===== src/rtl/core/kekt_pkg.sv =====
// shared types, key tables and key positions for the key event translator
`default_nettype none

package kekt_pkg;

  localparam int NUM_KEYS = 56;
  localparam int KEY_IDX_W = 6;

  // configuration register indexes
  localparam logic CFG_EVENT_OUT_EN = 1'b0;
  localparam logic CFG_NAV_OUT_EN   = 1'b1;

  // logical key positions (row * 14 + col)
  localparam logic [KEY_IDX_W-1:0] KEY_SHIFT = 6'd28;
  localparam logic [KEY_IDX_W-1:0] KEY_CAPS  = 6'd29;
  localparam logic [KEY_IDX_W-1:0] KEY_CTRL  = 6'd42;
  localparam logic [KEY_IDX_W-1:0] KEY_OPT   = 6'd43;
  localparam logic [KEY_IDX_W-1:0] KEY_ALT   = 6'd44;
  localparam logic [KEY_IDX_W-1:0] KEY_UP    = 6'd39;
  localparam logic [KEY_IDX_W-1:0] KEY_ENTER = 6'd41;
  localparam logic [KEY_IDX_W-1:0] KEY_LEFT  = 6'd52;
  localparam logic [KEY_IDX_W-1:0] KEY_DOWN  = 6'd53;
  localparam logic [KEY_IDX_W-1:0] KEY_RIGHT = 6'd54;

  // modifier bit positions
  localparam int MOD_SHIFT_BIT = 0;
  localparam int MOD_CTRL_BIT  = 1;
  localparam int MOD_ALT_BIT   = 2;
  localparam int MOD_OPT_BIT   = 3;

  // navigation codes
  localparam logic [2:0] NAV_NONE  = 3'd0;
  localparam logic [2:0] NAV_UP    = 3'd1;
  localparam logic [2:0] NAV_DOWN  = 3'd2;
  localparam logic [2:0] NAV_LEFT  = 3'd3;
  localparam logic [2:0] NAV_RIGHT = 3'd4;
  localparam logic [2:0] NAV_ENTER = 3'd5;

  // hid ranges and modifier usages
  localparam logic [7:0] HID_LETTER_LO = 8'h04;
  localparam logic [7:0] HID_LETTER_HI = 8'h1D;
  localparam logic [7:0] HID_CAPS      = 8'h39;
  localparam logic [7:0] HID_LCTRL     = 8'hE0;
  localparam logic [7:0] HID_LSHIFT    = 8'hE1;
  localparam logic [7:0] HID_LALT      = 8'hE2;
  localparam logic [7:0] HID_LGUI      = 8'hE3;

  localparam logic [7:0] HID_TAB [NUM_KEYS] = '{
    8'h35, 8'h1E, 8'h1F, 8'h20, 8'h21, 8'h22, 8'h23, 8'h24, 8'h25, 8'h26, 8'h27, 8'h2D, 8'h2E, 8'h2A,
    8'h2B, 8'h14, 8'h1A, 8'h08, 8'h15, 8'h17, 8'h1C, 8'h18, 8'h0C, 8'h12, 8'h13, 8'h2F, 8'h30, 8'h31,
    8'hE1, 8'h39, 8'h04, 8'h16, 8'h07, 8'h09, 8'h0A, 8'h0B, 8'h0D, 8'h0E, 8'h0F, 8'h33, 8'h34, 8'h28,
    8'hE0, 8'hE3, 8'hE2, 8'h1D, 8'h1B, 8'h06, 8'h19, 8'h05, 8'h11, 8'h10, 8'h36, 8'h37, 8'h38, 8'h2C
  };

  localparam logic [6:0] PLAIN_TAB [NUM_KEYS] = '{
    7'h60, 7'h31, 7'h32, 7'h33, 7'h34, 7'h35, 7'h36, 7'h37, 7'h38, 7'h39, 7'h30, 7'h2D, 7'h3D, 7'h00,
    7'h00, 7'h71, 7'h77, 7'h65, 7'h72, 7'h74, 7'h79, 7'h75, 7'h69, 7'h6F, 7'h70, 7'h5B, 7'h5D, 7'h5C,
    7'h00, 7'h00, 7'h61, 7'h73, 7'h64, 7'h66, 7'h67, 7'h68, 7'h6A, 7'h6B, 7'h6C, 7'h3B, 7'h27, 7'h00,
    7'h00, 7'h00, 7'h00, 7'h7A, 7'h78, 7'h63, 7'h76, 7'h62, 7'h6E, 7'h6D, 7'h2C, 7'h2E, 7'h2F, 7'h20
  };

  localparam logic [6:0] SHIFT_TAB [NUM_KEYS] = '{
    7'h7E, 7'h21, 7'h40, 7'h23, 7'h24, 7'h25, 7'h5E, 7'h26, 7'h2A, 7'h28, 7'h29, 7'h5F, 7'h2B, 7'h00,
    7'h00, 7'h51, 7'h57, 7'h45, 7'h52, 7'h54, 7'h59, 7'h55, 7'h49, 7'h4F, 7'h50, 7'h7B, 7'h7D, 7'h7C,
    7'h00, 7'h00, 7'h41, 7'h53, 7'h44, 7'h46, 7'h47, 7'h48, 7'h4A, 7'h4B, 7'h4C, 7'h3A, 7'h22, 7'h00,
    7'h00, 7'h00, 7'h00, 7'h5A, 7'h58, 7'h43, 7'h56, 7'h42, 7'h4E, 7'h4D, 7'h3C, 7'h3E, 7'h3F, 7'h20
  };

  // decoded key position and table entries
  typedef struct packed {
    logic                 valid;
    logic [KEY_IDX_W-1:0] idx;
    logic [7:0]           hid;
    logic [6:0]           plain_char;
    logic [6:0]           shift_char;
  } key_info_t;

  // one result beat, last field in the lowest bits
  typedef struct packed {
    logic       caps_state;
    logic [3:0] modifiers_now;
    logic [2:0] nav_key;
    logic [6:0] char_code;
    logic [7:0] hid_code;
    logic       is_modifier_key;
    logic       is_press;
    logic       event_valid;
  } result_t;

  localparam int RESULT_W = $bits(result_t);
  localparam int OUT_DATA_W = ((RESULT_W + 7) / 8) * 8;

endpackage

`default_nettype wire


===== src/rtl/core/kekt_decode.sv =====
// raw key code to logical key position and key table lookup
`default_nettype none

module kekt_decode (
  input  wire logic [6:0]          code,
  output kekt_pkg::key_info_t      info
);
  import kekt_pkg::*;

  logic [6:0]  code_m1;
  logic [14:0] recip_prod;
  logic [3:0]  raw_row;
  logic [6:0]  row_x10;
  logic [6:0]  raw_col;
  logic [1:0]  lrow;
  logic [3:0]  lcol;
  logic [5:0]  row_base;
  logic [5:0]  idx;

  // divide by 10 through reciprocal multiply, exact for values below 1029
  assign code_m1    = code - 7'd1;
  assign recip_prod = {8'd0, code_m1} * 15'd205;
  assign raw_row    = recip_prod[14:11];
  assign row_x10    = {raw_row, 3'b000} + {2'b00, raw_row, 1'b0};
  assign raw_col    = code_m1 - row_x10;

  // fold 7x8 raw matrix onto 4x14 logical layout
  assign lrow = raw_col[1:0];
  assign lcol = {raw_row[2:0], 1'b0} + {3'd0, raw_col[2]};

  always_comb begin
    unique case (lrow)
      2'd0: row_base = 6'd0;
      2'd1: row_base = 6'd14;
      2'd2: row_base = 6'd28;
      2'd3: row_base = 6'd42;
      default: row_base = 6'd0;
    endcase
  end

  assign idx = row_base + {2'b00, lcol};

  // table lookup, index stays below 56 whenever the position is in range
  always_comb begin
    info.valid      = (code != 7'd0) && (raw_row < 4'd7) && (raw_col < 7'd8);
    info.idx        = idx;
    info.hid        = 8'd0;
    info.plain_char = 7'd0;
    info.shift_char = 7'd0;
    if (idx < 6'(NUM_KEYS)) begin
      info.hid        = HID_TAB[idx];
      info.plain_char = PLAIN_TAB[idx];
      info.shift_char = SHIFT_TAB[idx];
    end
  end

endmodule

`default_nettype wire


===== src/rtl/core/key_event_to_keycode_translator_core.sv =====
// key event translator top level: input register, key state update, result register
// an accepted beat passes the input register and then the result register before the master side offers it
// throughput: one beat per cycle; input register, state update and result register
// all advance together, so only master-side backpressure slows the block
// reset: synchronous active-high rst clears the pressed map, modifiers, caps lock,
// both enables and all valid flags
`default_nettype none

module key_event_to_keycode_translator_core (
  input  wire logic                            clk,
  input  wire logic                            rst,
  // configuration write port
  input  wire logic                            cfg_we,
  input  wire logic                            cfg_index,
  input  wire logic                            cfg_data,
  // slave side
  input  wire logic                            s_tvalid,
  output logic                                 s_tready,
  input  wire logic [7:0]                      s_tdata,  // [7:0] event_byte
  // master side
  output logic                                 m_tvalid,
  input  wire logic                            m_tready,
  // [0] event_valid, [1] is_press, [2] is_modifier_key, [10:3] hid_code,
  // [17:11] char_code, [20:18] nav_key, [24:21] modifiers_now, [25] caps_state
  output logic [kekt_pkg::OUT_DATA_W-1:0]      m_tdata
);
  import kekt_pkg::*;

  logic                event_out_enable;
  logic                nav_out_enable;
  logic                in_valid;
  logic [7:0]          in_byte;
  logic                out_valid;
  result_t             out_data;
  logic [NUM_KEYS-1:0] pressed_map;
  logic [NUM_KEYS-1:0] pressed_map_next;
  logic [3:0]          modifier_bits;
  logic [3:0]          modifier_bits_next;
  logic                caps_on;
  logic                caps_on_next;
  key_info_t           key;
  logic                press;
  logic                key_held;
  logic                accept_key;
  logic                advance;
  logic                is_mod;
  logic                letter_key;
  logic                use_shift;
  logic [6:0]          char_sel;
  logic [2:0]          nav_sel;
  logic [2:0]          nav;
  logic                emit;
  result_t             res;

  // configuration registers
  always_ff @(posedge clk) begin
    if (rst) begin
      event_out_enable <= 1'b0;
      nav_out_enable   <= 1'b0;
    end else if (cfg_we) begin
      unique case (cfg_index)
        CFG_EVENT_OUT_EN: event_out_enable <= cfg_data;
        CFG_NAV_OUT_EN:   nav_out_enable   <= cfg_data;
        default: ;
      endcase
    end
  end

  // handshake: input register moves whenever the result register is free
  assign advance  = in_valid && (!out_valid || m_tready);
  assign s_tready = !in_valid || advance;

  always_ff @(posedge clk) begin
    if (rst) begin
      in_valid <= 1'b0;
    end else if (s_tready) begin
      in_valid <= s_tvalid;
    end
  end

  always_ff @(posedge clk) begin
    if (s_tready && s_tvalid) begin
      in_byte <= s_tdata;
    end
  end

  kekt_decode u_decode (
    .code (in_byte[6:0]),
    .info (key)
  );

  // drop unknown positions and repeated presses or releases
  assign press       = in_byte[7];
  assign key_held    = pressed_map[key.idx];
  assign accept_key  = key.valid && (key_held != press);

  // next key state
  always_comb begin
    pressed_map_next   = pressed_map;
    modifier_bits_next = modifier_bits;
    caps_on_next       = caps_on;
    if (accept_key) begin
      pressed_map_next[key.idx] = press;
      priority if (key.idx == KEY_SHIFT) begin
        modifier_bits_next[MOD_SHIFT_BIT] = press;
      end else if (key.idx == KEY_CTRL) begin
        modifier_bits_next[MOD_CTRL_BIT] = press;
      end else if (key.idx == KEY_ALT) begin
        modifier_bits_next[MOD_ALT_BIT] = press;
      end else if (key.idx == KEY_OPT) begin
        modifier_bits_next[MOD_OPT_BIT] = press;
      end else if (key.idx == KEY_CAPS) begin
        caps_on_next = caps_on ^ press;
      end else begin
        caps_on_next = caps_on;
      end
    end
  end

  // character select after shift and caps rules
  assign is_mod = (key.hid == HID_LCTRL) || (key.hid == HID_LSHIFT) ||
                  (key.hid == HID_LALT) || (key.hid == HID_LGUI) || (key.hid == HID_CAPS);
  assign letter_key = (key.hid >= HID_LETTER_LO) && (key.hid <= HID_LETTER_HI);
  assign use_shift = letter_key ? (modifier_bits_next[MOD_SHIFT_BIT] ^ caps_on_next)
                                : modifier_bits_next[MOD_SHIFT_BIT];
  assign char_sel  = is_mod ? 7'd0 : (use_shift ? key.shift_char : key.plain_char);

  // navigation key on press
  always_comb begin
    priority if (key.idx == KEY_UP) begin
      nav_sel = NAV_UP;
    end else if (key.idx == KEY_DOWN) begin
      nav_sel = NAV_DOWN;
    end else if (key.idx == KEY_LEFT) begin
      nav_sel = NAV_LEFT;
    end else if (key.idx == KEY_RIGHT) begin
      nav_sel = NAV_RIGHT;
    end else if (key.idx == KEY_ENTER) begin
      nav_sel = NAV_ENTER;
    end else begin
      nav_sel = NAV_NONE;
    end
  end

  assign nav  = (press && nav_out_enable) ? nav_sel : NAV_NONE;
  assign emit = accept_key && (event_out_enable || (nav != NAV_NONE));

  // result beat
  always_comb begin
    res.event_valid     = event_out_enable;
    res.is_press        = event_out_enable & press;
    res.is_modifier_key = event_out_enable & is_mod;
    res.hid_code        = event_out_enable ? key.hid : 8'd0;
    res.char_code       = event_out_enable ? char_sel : 7'd0;
    res.nav_key         = nav;
    res.modifiers_now   = modifier_bits_next;
    res.caps_state      = caps_on_next;
  end

  // key state registers
  always_ff @(posedge clk) begin
    if (rst) begin
      pressed_map   <= '0;
      modifier_bits <= 4'd0;
      caps_on       <= 1'b0;
    end else if (advance) begin
      pressed_map   <= pressed_map_next;
      modifier_bits <= modifier_bits_next;
      caps_on       <= caps_on_next;
    end
  end

  // result register
  always_ff @(posedge clk) begin
    if (rst) begin
      out_valid <= 1'b0;
    end else if (advance) begin
      out_valid <= emit;
    end else if (m_tready) begin
      out_valid <= 1'b0;
    end
  end

  always_ff @(posedge clk) begin
    if (advance && emit) begin
      out_data <= res;
    end
  end

  assign m_tvalid = out_valid;
  assign m_tdata  = OUT_DATA_W'(out_data);

  // modifier bits mirror the pressed state of their keys
  a_mod_mirror: assert property (@(posedge clk) disable iff (rst)
    (modifier_bits[MOD_SHIFT_BIT] == pressed_map[KEY_SHIFT]) &&
    (modifier_bits[MOD_CTRL_BIT] == pressed_map[KEY_CTRL]) &&
    (modifier_bits[MOD_ALT_BIT] == pressed_map[KEY_ALT]) &&
    (modifier_bits[MOD_OPT_BIT] == pressed_map[KEY_OPT]))
    else $error("modifier bits out of step with pressed map");

  // key state only moves when a beat leaves the input register
  a_state_hold: assert property (@(posedge clk) disable iff (rst)
    !advance |=> $stable(pressed_map) && $stable(modifier_bits) && $stable(caps_on))
    else $error("key state changed without an input beat");

  // a beat without event fields exists only for a navigation key
  a_nav_only: assert property (@(posedge clk) disable iff (rst)
    out_valid && !out_data.event_valid |->
      (out_data.nav_key != NAV_NONE) && (out_data.hid_code == 8'd0) &&
      (out_data.char_code == 7'd0) && !out_data.is_press)
    else $error("navigation-only beat carries event fields");

  // modifier keys never carry a character
  a_mod_no_char: assert property (@(posedge clk) disable iff (rst)
    out_valid && out_data.is_modifier_key |-> out_data.char_code == 7'd0)
    else $error("modifier key beat carries a character");

endmodule

`default_nettype wire


===== config.mk =====
export PLATFORM = sky130hd
export DESIGN_NAME = key_event_to_keycode_translator_core
export DESIGN_NICKNAME = d
export VERILOG_FILES = /design/src/rtl/core/kekt_pkg.sv /design/src/rtl/core/kekt_decode.sv /design/src/rtl/core/key_event_to_keycode_translator_core.sv
export SDC_FILE = /design/constraint.sdc
export NUM_CORES = 1
export LEC_CHECK = 0
export ABC_AREA = 0
export BUFFER_PORTS_ARGS = -buffer_cell sky130_fd_sc_hd__buf_2
export CORE_ASPECT_RATIO = 0.7
export CORE_MARGIN = 1
export CORE_UTILIZATION = 40
export CTS_CLUSTER_SIZE = 20
export DETAILED_ROUTE_END_ITERATION = 12
export PLACE_DENSITY_LB_ADDON = 0.08
export SYNTH_ARGS = -nofsm -noshare
export SYNTH_HDL_FRONTEND = slang
export SYNTH_SLANG_ARGS = --single-unit

===== constraint.sdc =====
create_clock -name clk -period 16.3 [get_ports clk]
set_input_delay 0.815 -clock clk [delete_from_list [all_inputs] [get_ports clk]]
set_output_delay 0.815 -clock clk [all_outputs]
set_load 0.02 [all_outputs]

==> results.sh, run 1 <==
export IMPL_outcome="complete, no violations"
export IMPL_io_pin_count=49
export IMPL_portBuffers=42
export IMPL_synthTopCellsByArea="dfxtp_1, edfxtp_1, ha_1"
export IMPL_dr_first_iter_drc_count=1018
export IMPL_crit_buf_inv=8
export IMPL_dr_wl_met3_microns=2030
export IMPL_chipHeight_microns=122
export IMPL_clock_latency_ns=0.36
export IMPL_cts_resized_gates=0
export IMPL_period_needed_ns=10.68
export IMPL_start_util_pct=41.3
export IMPL_post_drt_wl_per_cell_microns=19.0
export IMPL_overflow=0
export IMPL_layout_commonest_cell="nor2_1"
export IMPL_ant_nets=0
export IMPL_cp_arrival_ns=10.84
export IMPL_cpMaxStageDelayCell="nor2_1"
export IMPL_ys_warn_count=0
export IMPL_clock_path_buffers=2
export IMPL_gr_usage_all_layers_pct=23.4
export IMPL_r2r_start="in_byte[0]"
export IMPL_cts_reportedPaths_clkPinSlew_ns=0.08
export IMPL_slowest_delay_ns=0.69
export IMPL_die_x_microns=174
export IMPL_pre_cts_ws_ns=5.74
export IMPL_core_sq_um=20100
export IMPL_min_period_over_period_pct=65.5
export IMPL_crit_required_ns=16.46
export IMPL_cts_sinks=98
export IMPL_drv_cap=0
export IMPL_slew_violations=0
export IMPL_fin_util_pct=44.6
export IMPL_ctsHoldBuffers=0
export IMPL_numCtsBuffers=9
export IMPL_ys_ff_latch=98
export IMPL_synth_area_leader_cell="dfxtp_1"
export IMPL_grt_pass1_wl_microns=39100
export IMPL_setup_ws_ns=5.62
export IMPL_crit_type="flop to flop"
export IMPL_drt_wl_total_microns=24400
export IMPL_fp_dieArea_sq_um=21300
export IMPL_vias=7599
export IMPL_area_delta_synth_final_pct=7.88
export IMPL_drive_above_1_share_pct=12.1
export IMPL_synth_seq_area_share_pct=27.6
export IMPL_critPathLaunchType="flop"
export IMPL_dp_hpwl_microns=17500
export IMPL_worst_path_max_fanout=64
export IMPL_cts_max_level=3
export IMPL_syn_area_sq_um=8290
export IMPL_rows=43
export IMPL_drc=0
export IMPL_synth_cell_types=99
export IMPL_synthCells=1012
export IMPL_place_congestion=0.983
export IMPL_avgSynthCellArea_sq_um=8.19
export IMPL_synth_flop_cell="dfxtp_1"
export IMPL_maxSlewHeadroom_pct=18.4
export IMPL_rsz0062_at_grt="no"
export IMPL_reg2reg_setup_slack_ns=5.62
export IMPL_finClkSkew_ns=0.0102
export IMPL_min_path_type="flop to flop"
export IMPL_worstMarginPinSlew_ns=1.22
export IMPL_fmax_mhz=93.6
export IMPL_m1WireLength_microns=12300
export IMPL_r2r_end="m_tdata[15]"
export IMPL_endpoint_kind="flop"
export IMPL_setup_viol=0
export IMPL_hold_start="pressed_map[43]"
export IMPL_grt_max_degree=66
export IMPL_final_cell_area_sq_um=8950
export IMPL_placed_area_sq_um=8640
export IMPL_setup_tns_ns=0
export IMPL_synth_top_area_share_pct=15.7
export IMPL_layout_common_cells="nor2_1, nand2_1, a21oi_1"
export IMPL_async_flop_share_pct=0
export IMPL_antenna_found_initial=0
export IMPL_post_cts_buffers=0
export IMPL_grt_pass1_vias=6921
export IMPL_antenna_cells=0
export IMPL_nNetsFinal=1086
export IMPL_cts_tree="yes"
export IMPL_wl_met2_microns=9770
export IMPL_highest_layer="met5"
export IMPL_whs_path_depth=2
export IMPL_vias_per_cell=5.92
export IMPL_synth_edf_count=33
export IMPL_clock_root_buffer="clkbuf_16"
export IMPL_min_to="pressed_map[43]"
export IMPL_critical_path_top_delay_family="adder cells"
export IMPL_report_final_hold_viol_count=0
export IMPL_drtPass1Iterations=8
export IMPL_worstRegToRegCells=34
## state kept, by name (all words and copies together), names as in the netlist
name / count
in_valid: 1
in_byte: 8
event_out_enable: 1
m_tvalid: 1
pressed_map: 56
nav_out_enable: 1
modifier_bits: 4
m_tdata: 25
caps_on: 1
## worst max path at each step
stage	startpoint	endpoint	cells after the start
finish	in_byte[0]	m_tdata[15]	34
global route	in_byte[0]	m_tdata[15]	34
CTS	in_byte[0]	m_tdata[15]	34
floorplan	in_byte[2]	m_tdata[15]	34
global placement	in_byte[0]	m_tdata[15]	34
detailed placement	in_byte[0]	m_tdata[15]	34
## worst register-to-register path, delay by kind of cell (launching register included)
kind	cells	cell delay (ns)
xor+xnor	3	1.02
simple gates	4	1.45
mux	1	0.34
buf+inv	8	1.47
flops	1	0.58
fa+ha+maj	9	3.25
compound gates	9	2.37
## cells in the mapped netlist, types with 4 or more instances
cell,count
a211oi_1,18
a21boi_0,4
a21o_1,8
a21oi_1,70
a221oi_1,4
a31oi_1,11
a32o_1,4
and2_1,7
and3_1,11
buf_1,8
buf_4,7
clkbuf_1,53
dfxtp_1,65
edfxtp_1,33
fa_1,8
ha_1,54
inv_1,50
mux2_2,5
mux2i_1,50
mux4_2,10
nand2_1,97
nand3_1,29
nand4_1,4
nor2_1,124
nor2b_1,5
nor3_1,27
nor4_1,7
o2111ai_1,5
o211ai_1,10
o21a_1,4
o21ai_0,55
o22ai_1,10
o311ai_0,4
o31ai_1,4
or3_1,33
xnor2_1,11
xor2_1,10
## logic make-up (layout without fill, tap and decap cells)
family / after synthesis / in the layout / share of synthesized area (%)
and+or+nand+nor: 372 / 372 / 21.6
AOI/OAI and AO/OA: 262 / 262 / 21.8
buffers and inverters: 128 / 125 / 6.44
DFF: 98 / 98 / 27.6
muxes: 66 / 66 / 9.61
adders and majority gates: 62 / 62 / 10.1
xor gates and xnor gates: 23 / 23 / 2.75
other: 1 / 6 / 0.0452
## per-stage QoR
step,hold WS [ns],instances
after floorplan,0.445,1017
after global placement,0.464,1268
after detailed placement,0.467,1268
after CTS,0.478,1284
after global routing,0.497,1284
final,0.478,1284
## final cells by class
cell class | instances | area [sq um]
Clock buffer | 10 | 229
Clock inverter | 6 | 76.3
Fill cell | 2006 | 11100
Inverter | 55 | 209
Multi-Input combinational cell | 791 | 5500
Sequential cell | 98 | 2290
Tap cell | 270 | 338
Timing Repair Buffer | 54 | 300
## per-layer routing
| metal | up-vias | GRT usage [%] |
|---|---|---|
| met3 | 25 | 4.96 |
| met1 | 3609 | 35.5 |
| met2 | 280 | 33.5 |
| met5 | - | 1.85 |
| met4 | 2 | 4.88 |
| li1 | 3683 | - |
Power of run 1 is not shown: default switching activity piles up to over one toggle a cycle in this logic, so the estimate is an artifact.
==> inputs of run 2 (changes only) <==
==> constraint.sdc (replaced) <==
create_clock -name clk -period 9.5 [get_ports clk]
set_input_delay 0.475 -clock clk [delete_from_list [all_inputs] [get_ports clk]]
set_output_delay 0.475 -clock clk [all_outputs]
set_load 0.02 [all_outputs]
==> results.sh, run 2 (synthesis gave the netlist of run 1 again) <==
export IMPL_outcome="complete, no violations"
export IMPL_die_x_microns=174
export IMPL_layout_commonest_cell="nor2_1"
export IMPL_critPathLaunchType="flop"
export IMPL_crit_top_cell="ha_1"
export IMPL_worstMarginPinSlew_ns=0.743
export IMPL_top_register="pressed_map"
export IMPL_grt_pass1_vias=6960
export IMPL_crit_required_ns=9.66
export IMPL_chipHeight_microns=122
export IMPL_portBuffers=42
export IMPL_ant_nets=0
export IMPL_fmax_mhz=109
export IMPL_drc=0
export IMPL_grt_max_degree=66
export IMPL_period_needed_ns=9.21
export IMPL_nNetsFinal=1141
export IMPL_antenna_found_initial=0
export IMPL_cts_tree="yes"
export IMPL_dr_first_iter_drc_count=782
export IMPL_cts_sinks=98
export IMPL_ctsHoldBuffers=0
export IMPL_post_drt_wl_per_cell_microns=19.3
export IMPL_slew_violations=0
export IMPL_gr_usage_all_layers_pct=24.4
export IMPL_layout_common_cells="nor2_1, nand2_1, a21oi_1"
export IMPL_vias=7786
export IMPL_antenna_cells=0
export IMPL_drv_cap=0
export IMPL_drtPass1Iterations=5
export IMPL_clock_latency_ns=0.36
export IMPL_place_congestion=0.978
export IMPL_cp_arrival_ns=9.38
export IMPL_worst_path_max_fanout=11
export IMPL_clock_root_buffer="clkbuf_16"
export IMPL_drt_wl_total_microns=25800
export IMPL_core_sq_um=20100
export IMPL_io_pin_count=49
export IMPL_finClkSkew_ns=0.00818
export IMPL_cpMaxStageDelayCell="or4_4"
export IMPL_min_path_type="primary input to flop"
export IMPL_endpoint_kind="flop"
export IMPL_grt_pass1_wl_microns=40400
export IMPL_setup_viol=0
export IMPL_report_final_hold_viol_count=0
export IMPL_setup_tns_ns=0
export IMPL_maxSlewHeadroom_pct=50.4
export IMPL_min_period_over_period_pct=97.0
export IMPL_crit_type="flop to flop"
export IMPL_largest_register_ff_count=56
export IMPL_rows=43
export IMPL_cts_reportedPaths_clkPinSlew_ns=0.08
export IMPL_area_delta_synth_final_pct=15.4
export IMPL_cts_max_level=3
export IMPL_numCtsBuffers=9
export IMPL_crit_buf_inv=3
export IMPL_rsz0062_at_grt="yes"
export IMPL_clock_path_buffers=2
export IMPL_fp_dieArea_sq_um=21300
export IMPL_dp_hpwl_microns=18800
export IMPL_vias_per_cell=5.81
export IMPL_overflow=0
export IMPL_slowest_delay_ns=0.59
export IMPL_drive_above_1_share_pct=19.1
export IMPL_start_util_pct=41.3
export IMPL_critical_path_top_delay_family="simple AND/OR/NAND/NOR gates"
## run 2: changes by cell type in the layout (fill, tap and decap cells not counted), sizes merged
| cell | previous run | this run |
|---|---|---|
| inv | 55 | 56 |
| buf | 54 | 109 |
| clkbuf | 10 | 9 |
## run 2: routing by layer
metal,track usage (%),vias to the layer above,part of all wire (%)
li1,-,3777,-
met1,37.7,3661,51
met2,34.9,329,41
met3,4.21,19,8.0
met4,4.77,0,0.89
met5,0,-,0
## run 2: through the flow
| stage | instances | cell area (sq um) | setup WS (ns) | hold slack [ns] | utilization (%) |
|---|---|---|---|---|---|
| floorplan | 1017 | 8330 | 0.0331 | 0.445 | - |
| global placement | 1312 | 9010 | 0.0891 | 0.461 | 44.9 |
| detailed placement | 1312 | 9010 | 0.00979 | 0.469 | 44.9 |
| CTS | 1328 | 9340 | 0.0728 | 0.271 | 46.6 |
| global route | 1339 | 9570 | -0.107 | 0.269 | 47.7 |
| finish | 1339 | 9570 | 0.288 | 0.286 | 47.7 |
## run 2: area by class of cell
type                       count  area (sq um)
multi-input combinational    791          5660
inverter                      55           216
clock inverter                 7          97.6
tap                          270           338
clock buffer                   9           225
sequential                    98          2290
timing repair buffer         109           738
fill                        1982         10500
## run 2: worst paths after layout
check	slack, ns	to	cells past startpoint	from
max	0.29	m_tdata[15]	33	in_byte[2]
min	0.29	in_byte[3]	1	s_tdata[3]
max reg2reg	0.29	m_tdata[15]	33	in_byte[2]
min reg2reg	0.48	nav_out_enable	2	nav_out_enable
## run 2: what timing repair did
item	CTS	global route
resized for setup	3	32
pin swaps	0	10
setup endpoints to repair	1	61
buffers inserted	0	11
Power of run 2 is left out for the same reason.
